[src/design/jse_pkg.sv]
package jse_pkg;

   localparam int MaxBeats = 8;
   localparam int IdxBits  = $clog2(MaxBeats);
   localparam int CntBits  = $clog2(MaxBeats + 1);

   localparam logic [7:0] ChQuote     = 8'h22;
   localparam logic [7:0] ChBackslash = 8'h5c;
   localparam logic [7:0] ChLower_u   = 8'h75;
   localparam logic [7:0] ChZero      = 8'h30;

   localparam logic [7:0] CtlBs  = 8'h08;
   localparam logic [7:0] CtlTab = 8'h09;
   localparam logic [7:0] CtlLf  = 8'h0a;
   localparam logic [7:0] CtlFf  = 8'h0c;
   localparam logic [7:0] CtlCr  = 8'h0d;

   localparam logic [7:0]  LeadTwoLo   = 8'hc2;
   localparam logic [7:0]  LeadTwoHi   = 8'hdf;
   localparam logic [7:0]  LeadThreeLo = 8'he0;
   localparam logic [7:0]  LeadThreeHi = 8'hef;
   localparam logic [7:0]  LeadFourLo  = 8'hf0;
   localparam logic [7:0]  LeadFourHi  = 8'hf4;
   localparam logic [20:0] MinTwo      = 21'h000080;
   localparam logic [20:0] MinThree    = 21'h000800;
   localparam logic [20:0] MinFour     = 21'h010000;
   localparam logic [20:0] MaxCode     = 21'h10ffff;
   localparam logic [20:0] SurrLo      = 21'h00d800;
   localparam logic [20:0] SurrHi      = 21'h00dfff;

   typedef struct packed {
      logic [MaxBeats-1:0][7:0] bytes;
      logic [CntBits-1:0]       count;
      logic                     has_close;
      logic                     bad;
   } seq_type;

   function automatic logic [7:0] hex_digit(input logic [3:0] nib);
      logic [7:0] ch;
      if (nib < 4'd10) begin
         ch = 8'h30 + {4'd0, nib};
      end else begin
         ch = 8'h57 + {4'd0, nib};
      end
      return ch;
   endfunction

endpackage

[src/design/jse_ifs.sv]
interface jse_req_if;
   logic       valid;
   logic       ready;
   logic [7:0] data_byte;
   logic       byte_present;
   logic       string_start;
   logic       string_end;

   modport source (output valid, output data_byte, output byte_present,
                   output string_start, output string_end, input ready);
   modport sink   (input valid, input data_byte, input byte_present,
                   input string_start, input string_end, output ready);
endinterface

interface jse_rsp_if;
   logic       valid;
   logic       ready;
   logic [7:0] out_byte;
   logic       out_last;
   logic       closing_quote;
   logic       utf8_invalid;

   modport source (output valid, output out_byte, output out_last,
                   output closing_quote, output utf8_invalid, input ready);
   modport sink   (input valid, input out_byte, input out_last,
                   input closing_quote, input utf8_invalid, output ready);
endinterface

[src/design/jse_utf8_check.sv]
module jse_utf8_check (
   input  logic       clock,
   input  logic       reset,
   input  logic       accept,
   input  logic [7:0] data_byte,
   input  logic       byte_present,
   input  logic       string_start,
   input  logic       string_end,
   output logic       verdict_bad
);

   logic [1:0]  pend_ff, pend_in;
   logic [20:0] code_ff, code_in;
   logic [1:0]  class_ff, class_in;
   logic        inv_ff, inv_in;

   logic [1:0]  pend;
   logic [20:0] code;
   logic [1:0]  cls;
   logic        inv;
   logic [20:0] shifted;
   logic [20:0] minimum;

   always_comb begin
      pend = string_start ? 2'd0  : pend_ff;
      code = string_start ? 21'd0 : code_ff;
      cls  = string_start ? 2'd0  : class_ff;
      inv  = string_start ? 1'b0  : inv_ff;
      shifted = {code[14:0], data_byte[5:0]};
      case (cls)
         2'd1:    minimum = jse_pkg::MinTwo;
         2'd2:    minimum = jse_pkg::MinThree;
         default: minimum = jse_pkg::MinFour;
      endcase

      if (byte_present) begin
         if (pend == 2'd0) begin
            if (data_byte[7] == 1'b0) begin
               // ascii, nothing to track
            end else if (data_byte inside {[jse_pkg::LeadTwoLo:jse_pkg::LeadTwoHi]}) begin
               pend = 2'd1;
               code = {16'd0, data_byte[4:0]};
               cls  = 2'd1;
            end else if (data_byte inside
                         {[jse_pkg::LeadThreeLo:jse_pkg::LeadThreeHi]}) begin
               pend = 2'd2;
               code = {17'd0, data_byte[3:0]};
               cls  = 2'd2;
            end else if (data_byte inside
                         {[jse_pkg::LeadFourLo:jse_pkg::LeadFourHi]}) begin
               pend = 2'd3;
               code = {18'd0, data_byte[2:0]};
               cls  = 2'd3;
            end else begin
               inv = 1'b1;
            end
         end else if (data_byte[7:6] != 2'b10) begin
            inv  = 1'b1;
            pend = 2'd0;
            code = 21'd0;
            cls  = 2'd0;
         end else begin
            pend = pend - 2'd1;
            if (pend == 2'd0) begin
               if (shifted < minimum || shifted > jse_pkg::MaxCode ||
                   (shifted >= jse_pkg::SurrLo && shifted <= jse_pkg::SurrHi)) begin
                  inv = 1'b1;
               end
               code = 21'd0;
               cls  = 2'd0;
            end else begin
               code = shifted;
            end
         end
      end

      verdict_bad = inv | (pend != 2'd0);

      if (string_end) begin
         pend_in  = 2'd0;
         code_in  = 21'd0;
         class_in = 2'd0;
         inv_in   = 1'b0;
      end else begin
         pend_in  = pend;
         code_in  = code;
         class_in = cls;
         inv_in   = inv;
      end
   end

   always_ff @(posedge clock) begin
      if (reset) begin
         pend_ff  <= 2'd0;
         code_ff  <= 21'd0;
         class_ff <= 2'd0;
         inv_ff   <= 1'b0;
      end else if (accept) begin
         pend_ff  <= pend_in;
         code_ff  <= code_in;
         class_ff <= class_in;
         inv_ff   <= inv_in;
      end
   end

endmodule

[src/design/jse_expand.sv]
module jse_expand (
   input  logic             [7:0] data_byte,
   input  logic                   byte_present,
   input  logic                   string_start,
   input  logic                   string_end,
   input  logic                   verdict_bad,
   output jse_pkg::seq_type       seq
);

   logic [jse_pkg::CntBits-1:0] n;
   logic [7:0]                  esc;

   always_comb begin
      seq = '0;
      n   = '0;
      case (data_byte)
         jse_pkg::ChQuote:     esc = jse_pkg::ChQuote;
         jse_pkg::ChBackslash: esc = jse_pkg::ChBackslash;
         jse_pkg::CtlLf:       esc = 8'h6e;
         jse_pkg::CtlCr:       esc = 8'h72;
         jse_pkg::CtlTab:      esc = 8'h74;
         jse_pkg::CtlBs:       esc = 8'h62;
         jse_pkg::CtlFf:       esc = 8'h66;
         default:              esc = 8'h00;
      endcase

      if (string_start) begin
         seq.bytes[n[jse_pkg::IdxBits-1:0]] = jse_pkg::ChQuote;
         n = n + 1'b1;
      end
      if (byte_present) begin
         if (esc != 8'h00) begin
            seq.bytes[n[jse_pkg::IdxBits-1:0]] = jse_pkg::ChBackslash;
            n = n + 1'b1;
            seq.bytes[n[jse_pkg::IdxBits-1:0]] = esc;
            n = n + 1'b1;
         end else if (data_byte < 8'h20) begin
            seq.bytes[n[jse_pkg::IdxBits-1:0]] = jse_pkg::ChBackslash;
            n = n + 1'b1;
            seq.bytes[n[jse_pkg::IdxBits-1:0]] = jse_pkg::ChLower_u;
            n = n + 1'b1;
            seq.bytes[n[jse_pkg::IdxBits-1:0]] = jse_pkg::ChZero;
            n = n + 1'b1;
            seq.bytes[n[jse_pkg::IdxBits-1:0]] = jse_pkg::ChZero;
            n = n + 1'b1;
            seq.bytes[n[jse_pkg::IdxBits-1:0]] = jse_pkg::hex_digit(data_byte[7:4]);
            n = n + 1'b1;
            seq.bytes[n[jse_pkg::IdxBits-1:0]] = jse_pkg::hex_digit(data_byte[3:0]);
            n = n + 1'b1;
         end else begin
            seq.bytes[n[jse_pkg::IdxBits-1:0]] = data_byte;
            n = n + 1'b1;
         end
      end
      if (string_end) begin
         seq.bytes[n[jse_pkg::IdxBits-1:0]] = jse_pkg::ChQuote;
         n = n + 1'b1;
      end
      seq.count     = n;
      seq.has_close = string_end;
      seq.bad       = verdict_bad;
   end

endmodule

[src/design/jse_out_buffer.sv]
module jse_out_buffer (
   input  logic             clock,
   input  logic             reset,
   input  logic             load,
   input  jse_pkg::seq_type seq,
   output logic             can_load,
   jse_rsp_if.source        rsp_bus
);

   jse_pkg::seq_type            seq_ff;
   logic [jse_pkg::IdxBits-1:0] idx_ff, idx_in;
   logic                        valid_ff, valid_in;
   logic                        at_last;
   logic                        take;

   assign at_last  = ({1'b0, idx_ff} + 1'b1) == seq_ff.count;
   assign take     = valid_ff && rsp_bus.ready;
   assign can_load = !valid_ff || (take && at_last);

   always_comb begin
      idx_in   = idx_ff;
      valid_in = valid_ff;
      if (take) begin
         if (at_last) begin
            valid_in = 1'b0;
         end else begin
            idx_in = idx_ff + 1'b1;
         end
      end
      if (load && seq.count != '0) begin
         valid_in = 1'b1;
         idx_in   = '0;
      end
   end

   always_ff @(posedge clock) begin
      if (reset) begin
         valid_ff <= 1'b0;
         idx_ff   <= '0;
      end else begin
         valid_ff <= valid_in;
         idx_ff   <= idx_in;
      end
      if (load && seq.count != '0) begin
         seq_ff <= seq;
      end
   end

   assign rsp_bus.valid         = valid_ff;
   assign rsp_bus.out_byte      = seq_ff.bytes[idx_ff];
   assign rsp_bus.out_last      = at_last;
   assign rsp_bus.closing_quote = at_last && seq_ff.has_close;
   assign rsp_bus.utf8_invalid  = at_last && seq_ff.has_close && seq_ff.bad;

endmodule

[src/design/json_string_escaper_utf8_check_unit.sv]
// JSON string escaper with strict UTF-8 check.
// req_bus: one beat per string byte, with byte_present, string_start and
//   string_end marks. rsp_bus: the quoted, escaped text, one byte per beat;
//   out_last marks the final beat of an input beat, closing_quote marks the
//   closing quote and utf8_invalid on it gives the verdict for the string.
// An accepted beat is escaped and checked in the accepting cycle and its
//   bytes land in an 8-byte expansion register; the first output beat shows
//   in the cycle after acceptance.
// Throughput: an input beat that yields n output bytes (1 to 8) holds the
//   output until all n are taken; the next input beat is taken in the
//   cycle the last of them is, so plain bytes flow at one per cycle
//   unless stalled. A beat with no output is taken when the buffer can load.
// Reset clears the UTF-8 checker state and drops any buffered bytes.
// When rsp_bus.ready is low the current byte holds and req_bus.ready drops
//   once the buffered beat is not yet fully drained.
module json_string_escaper_utf8_check_unit (
   input  logic       clock,
   input  logic       reset,
   jse_req_if.sink    req_bus,
   jse_rsp_if.source  rsp_bus
);

   logic             accept;
   logic             can_load;
   logic             verdict_bad;
   jse_pkg::seq_type seq;

   assign req_bus.ready = can_load;
   assign accept        = req_bus.valid && can_load;

   jse_utf8_check u_check (
      .clock        (clock),
      .reset        (reset),
      .accept       (accept),
      .data_byte    (req_bus.data_byte),
      .byte_present (req_bus.byte_present),
      .string_start (req_bus.string_start),
      .string_end   (req_bus.string_end),
      .verdict_bad  (verdict_bad)
   );

   jse_expand u_expand (
      .data_byte    (req_bus.data_byte),
      .byte_present (req_bus.byte_present),
      .string_start (req_bus.string_start),
      .string_end   (req_bus.string_end),
      .verdict_bad  (verdict_bad),
      .seq          (seq)
   );

   jse_out_buffer u_out (
      .clock    (clock),
      .reset    (reset),
      .load     (accept),
      .seq      (seq),
      .can_load (can_load),
      .rsp_bus  (rsp_bus)
   );

endmodule

[src/flat_wrapper.sv]
// flat-port wrapper written by rule: the top's interface ports become plain ports
module json_string_escaper_utf8_check_unit_flat 
  (clock, reset, req_bus_valid, req_bus_data_byte, req_bus_byte_present, req_bus_string_start, req_bus_string_end, req_bus_ready, rsp_bus_valid, rsp_bus_out_byte, rsp_bus_out_last, rsp_bus_closing_quote, rsp_bus_utf8_invalid, rsp_bus_ready);
  jse_req_if req_bus_i ();
  jse_rsp_if rsp_bus_i ();
  input  logic clock;
  input  logic reset;
  input wire logic [$bits(req_bus_i.valid)-1:0] req_bus_valid;
  input wire logic [$bits(req_bus_i.data_byte)-1:0] req_bus_data_byte;
  input wire logic [$bits(req_bus_i.byte_present)-1:0] req_bus_byte_present;
  input wire logic [$bits(req_bus_i.string_start)-1:0] req_bus_string_start;
  input wire logic [$bits(req_bus_i.string_end)-1:0] req_bus_string_end;
  output wire logic [$bits(req_bus_i.ready)-1:0] req_bus_ready;
  output wire logic [$bits(rsp_bus_i.valid)-1:0] rsp_bus_valid;
  output wire logic [$bits(rsp_bus_i.out_byte)-1:0] rsp_bus_out_byte;
  output wire logic [$bits(rsp_bus_i.out_last)-1:0] rsp_bus_out_last;
  output wire logic [$bits(rsp_bus_i.closing_quote)-1:0] rsp_bus_closing_quote;
  output wire logic [$bits(rsp_bus_i.utf8_invalid)-1:0] rsp_bus_utf8_invalid;
  input wire logic [$bits(rsp_bus_i.ready)-1:0] rsp_bus_ready;
  assign req_bus_i.valid = req_bus_valid;
  assign req_bus_i.data_byte = req_bus_data_byte;
  assign req_bus_i.byte_present = req_bus_byte_present;
  assign req_bus_i.string_start = req_bus_string_start;
  assign req_bus_i.string_end = req_bus_string_end;
  assign req_bus_ready = req_bus_i.ready;
  assign rsp_bus_valid = rsp_bus_i.valid;
  assign rsp_bus_out_byte = rsp_bus_i.out_byte;
  assign rsp_bus_out_last = rsp_bus_i.out_last;
  assign rsp_bus_closing_quote = rsp_bus_i.closing_quote;
  assign rsp_bus_utf8_invalid = rsp_bus_i.utf8_invalid;
  assign rsp_bus_i.ready = rsp_bus_ready;
  json_string_escaper_utf8_check_unit u_core (.clock(clock), .reset(reset), .req_bus(req_bus_i), .rsp_bus(rsp_bus_i));
endmodule
[config.mk]
export PLATFORM = sky130hd
export DESIGN_NAME = json_string_escaper_utf8_check_unit_flat
export DESIGN_NICKNAME = d
export VERILOG_FILES = /design/src/design/jse_pkg.sv /design/src/design/jse_ifs.sv /design/src/design/jse_utf8_check.sv /design/src/design/jse_expand.sv /design/src/design/jse_out_buffer.sv /design/src/design/json_string_escaper_utf8_check_unit.sv /design/src/flat_wrapper.sv
export SDC_FILE = /design/constraint.sdc
export NUM_CORES = 1
export LEC_CHECK = 0
export ABC_CLOCK_PERIOD_IN_PS = 8100
export BUFFER_PORTS_ARGS = -buffer_cell sky130_fd_sc_hd__buf_2
export CAP_MARGIN = 5
export CORE_ASPECT_RATIO = 0.6
export CORE_UTILIZATION = 42
export DETAILED_ROUTE_END_ITERATION = 7
export PLACE_DENSITY = 0.55
export RECOVER_POWER = 100
export REMOVE_ABC_BUFFERS = 1
export SYNTH_ARGS = -nofsm -noshare
export SYNTH_HDL_FRONTEND = slang
export SYNTH_SLANG_ARGS = --single-unit
[constraint.sdc]
create_clock -name clock -period 8.1 [get_ports clock]
set_input_delay 0.405 -clock clock [delete_from_list [all_inputs] [get_ports clock]]
set_output_delay 0.405 -clock clock [all_outputs]
set_load 0.005 [all_outputs]
==> out/metrics.csv <==
metric;value;unit
outcome;complete, but fails checks;
violations;capacitance limit, slew limit;
cts_inserted_buffers;9;
post-route-min-period;5.84;ns
gr-total-overflow;0;
antenna_found_initial;0;
critical_path_class;input port to register;
sequentialPowerShare;42.2;%
grt_max_degree;57;
coreArea;11300;µm²
power_density;203;nW/µm²
syn-cell-area;4890;µm²
diodes;0;
async_flop_share;0;%
relSlewSlack;-23.6;%
clockBufferDepth;2;
end_kind;register;
comb_power_share;15.4;%
finalClockSkew;0.00650;ns
synth-edff-count;53;
grt_setup_unrepaired;no;
port_buffers;27;
slowest_stage;clkbuf_1;
finalNetCount;542;
ctsResizeCount;0;
drt-vias-per-instance;6.08;
path_clk_slew;0.06;ns
rrSetupSlack;4.12;ns
hpwlAfterDp;9650;µm
hp-class;input port to register;
post_cts_buffers;0;
yosysSeqAreaShare;42.4;%
drt_wl_total;13600;µm
synth_ff_type;edfxtp_1;
finalHoldViolCount;0;
multi_input_area;2560;µm²
postSynthAreaPerCell;9.86;µm²
clock_latency;0.34;ns
synth_cells;496;
timing.final.crit_share;72.1;%
die_h;85.6;µm
max_stage_delay;1.30;ns
worst_setup_path_start_kind;input port;
swShare;25.9;%
die-width;141;µm
reg2reg_depth;6;
cts_tree;built;
p_int;815;µW
power.share.clock;42.5;%
cts_sinks;77;
critical_path_required;7.91;ns
cts_max_level;3;
path_max_fanout;56;
fmax;0.171;GHz
holdPathEnd;u_core.u_out.rsp_bus.valid$_SDFFE_PP0P_;
tightestPinTransition;1.85;ns
std_cell_rows;30;
num-fill-cells;1094;
cp.arrival;5.65;ns
dieArea;12100;µm²
drive_gt1_share;12.5;%
tns;0;ns
regArea;2070;µm²
vias;4089;
holdPathStages;3;
final_max_slew_viol_count;60;
cts_hold_buf;0;
r2r_start;u_core.u_out.idx_ff[1]$_SDFFE_PP0P_;
leakage;0.00209;µW
clockRootBuffer;clkbuf_16;
final_cell_mix;edfxtp_1 (53), nand2_1 (40), nor2_1 (36), a21oi_1 (36), inv_1 (29);
ir_worst_vdd;119;µV
remaining_drc_errors;0;
place_congestion;0.895;
min_from;req_bus_valid;
yosysWarnings;0;
grt_usage;23.3;%
whs;0.359;ns
ant_nets;0;
first_pass_iters;5;
final_common_cell;edfxtp_1;
drt-wirelength-per-cell;20.2;µm
cp_common_cell;ha_1;
grt_pass1_wl;20900;µm
area_growth;10.9;%
floorplan.initialDensity;43.2;%
p_sw;285;µW
drt_iter0_markers;343;
worstPathCellList;clkbuf_1 > inv_1 > ha_1 > mux2i_1 > ha_1 > nand2b_1 > o32ai_1 > o22ai_1 > nand2_1 > a31oi_4 > clkbuf_2;
rr_endpoint;u_core.u_out.seq_ff[6]$_DFFE_PP_;
synth_cell_types;80;
max_cap_violations;3;
ys_seq_elements;77;
setup_viol;0;
boundaryPins;28;
grt_pass1_vias;3625;
[metal layers]
metal / vias up / part of all wire [%] / global-route usage [%]
met5: - / 0 / 0
met4: 0 / 1.7 / 7.11
met3: 17 / 8.5 / 4.80
met2: 191 / 38 / 30.3
met1: 1977 / 52 / 37.5
li1: 1904 / - / -
[sequential cells by signal, indices dropped and copies added, names as in the netlist]
register and cells:
u_core.u_out.seq_ff 53, u_core.u_check.class_ff 2, u_core.u_out.rsp_bus.valid 1, u_core.u_check.inv_ff 1, u_core.u_check.code_ff 15, u_core.u_out.idx_ff 3
u_core.u_check.pend_ff 2
[worst max-delay path: cells and delay by family]
kind / cells / cell delay (ns)
adder cells (fa/ha/maj): 2 / 0.97
AO/OA/AOI/OAI: 3 / 0.55
buffers and inverters: 3 / 2.85
multiplexers: 1 / 0.51
AND/OR/NAND/NOR: 2 / 0.32
[cell type report]
type / instances / share of cell area, %
Multi-Input combinational cell: 360 / 47.1
Sequential cell: 77 / 38.2
Clock buffer: 9 / 4.15
Tap cell: 160 / 3.69
Timing Repair Buffer: 29 / 2.54
Clock inverter: 7 / 2.24
Inverter: 30 / 2.07
[cells by family (layout without fill, tap and decap cells)]
family | Yosys count | after routing | share of synthesized area, %
xor+xnor | 6 | 6 | 1.07
fa+ha+maj | 20 | 20 | 5.12
mux | 24 | 24 | 7.34
buf+inv | 61 | 75 | 5.14
other cells | 1 | 3 | 0.0767
simple gates | 167 | 167 | 18.7
compound gates | 140 | 140 | 20.2
flops | 77 | 77 | 42.4
[power groups by stage]
stage	logic [µW]	clock network, µW	registers, µW
final	169	467	464
after global routing	184	489	467
after CTS	170	478	463
after detailed placement	169	0	471
after global placement	167	0	470
after floorplan	101	0	474
[cell usage after synthesis, types with 4 or more instances]
cell type  instances  share of area, %
a31oi_1            5              0.64
a21o_1             9               1.4
nor3_1            10               1.0
nor2_1            36               2.8
nand3_1           11               1.1
inv_1             29               2.2
o31ai_1            5              0.77
o21ai_0           18               1.8
nor4_1             6              0.77
nand2_1           40               3.1
a22o_1            15               2.7
mux4_2             9               4.1
o22ai_1            7              0.90
mux2i_1           10               2.0
xnor2_1            4              0.72
clkbuf_1          17               1.3
and3_1            12               1.5
nand4_1            4              0.51
edfxtp_1          53                33
nor2b_1            9               1.2
dfxtp_1           24               9.8
nand2b_1           8               1.0
buf_2              9              0.92
o211ai_1           4              0.61
mux2_2             5               1.2
ha_1              20               5.1
a21oi_1           36               3.7
[worst max path at each step]
stage	from	to	slack [ns]	depth (start not counted)
after floorplan	req_bus_data_byte[0]	u_core.u_out.seq_ff[0]$_DFFE_PP_	1.94	12
after global routing	req_bus_string_start	u_core.u_out.seq_ff[6]$_DFFE_PP_	1.86	11
final	req_bus_string_start	u_core.u_out.seq_ff[6]$_DFFE_PP_	2.26	11
after CTS	req_bus_string_start	u_core.u_out.seq_ff[6]$_DFFE_PP_	3.95	11
after global placement	req_bus_string_start	u_core.u_out.seq_ff[6]$_DFFE_PP_	3.76	11
after detailed placement	req_bus_string_start	u_core.u_out.seq_ff[38]$_DFFE_PP_	3.61	11
[stage by stage]
stage               std cells  area (µm²)  power, µW  utilization [%]  setup slack, ns
finish                    672        5430       1100             47.9             2.26
global route              672        5430       1140             47.9             1.86
CTS                       672        5470       1110             48.3             3.95
detailed placement        656        5130        640             45.2             3.61
global placement          656        5130        638             45.2             3.76
floorplan                 467        4760        575                -             1.94
Note: power is estimated with default switching activity, not from simulation.
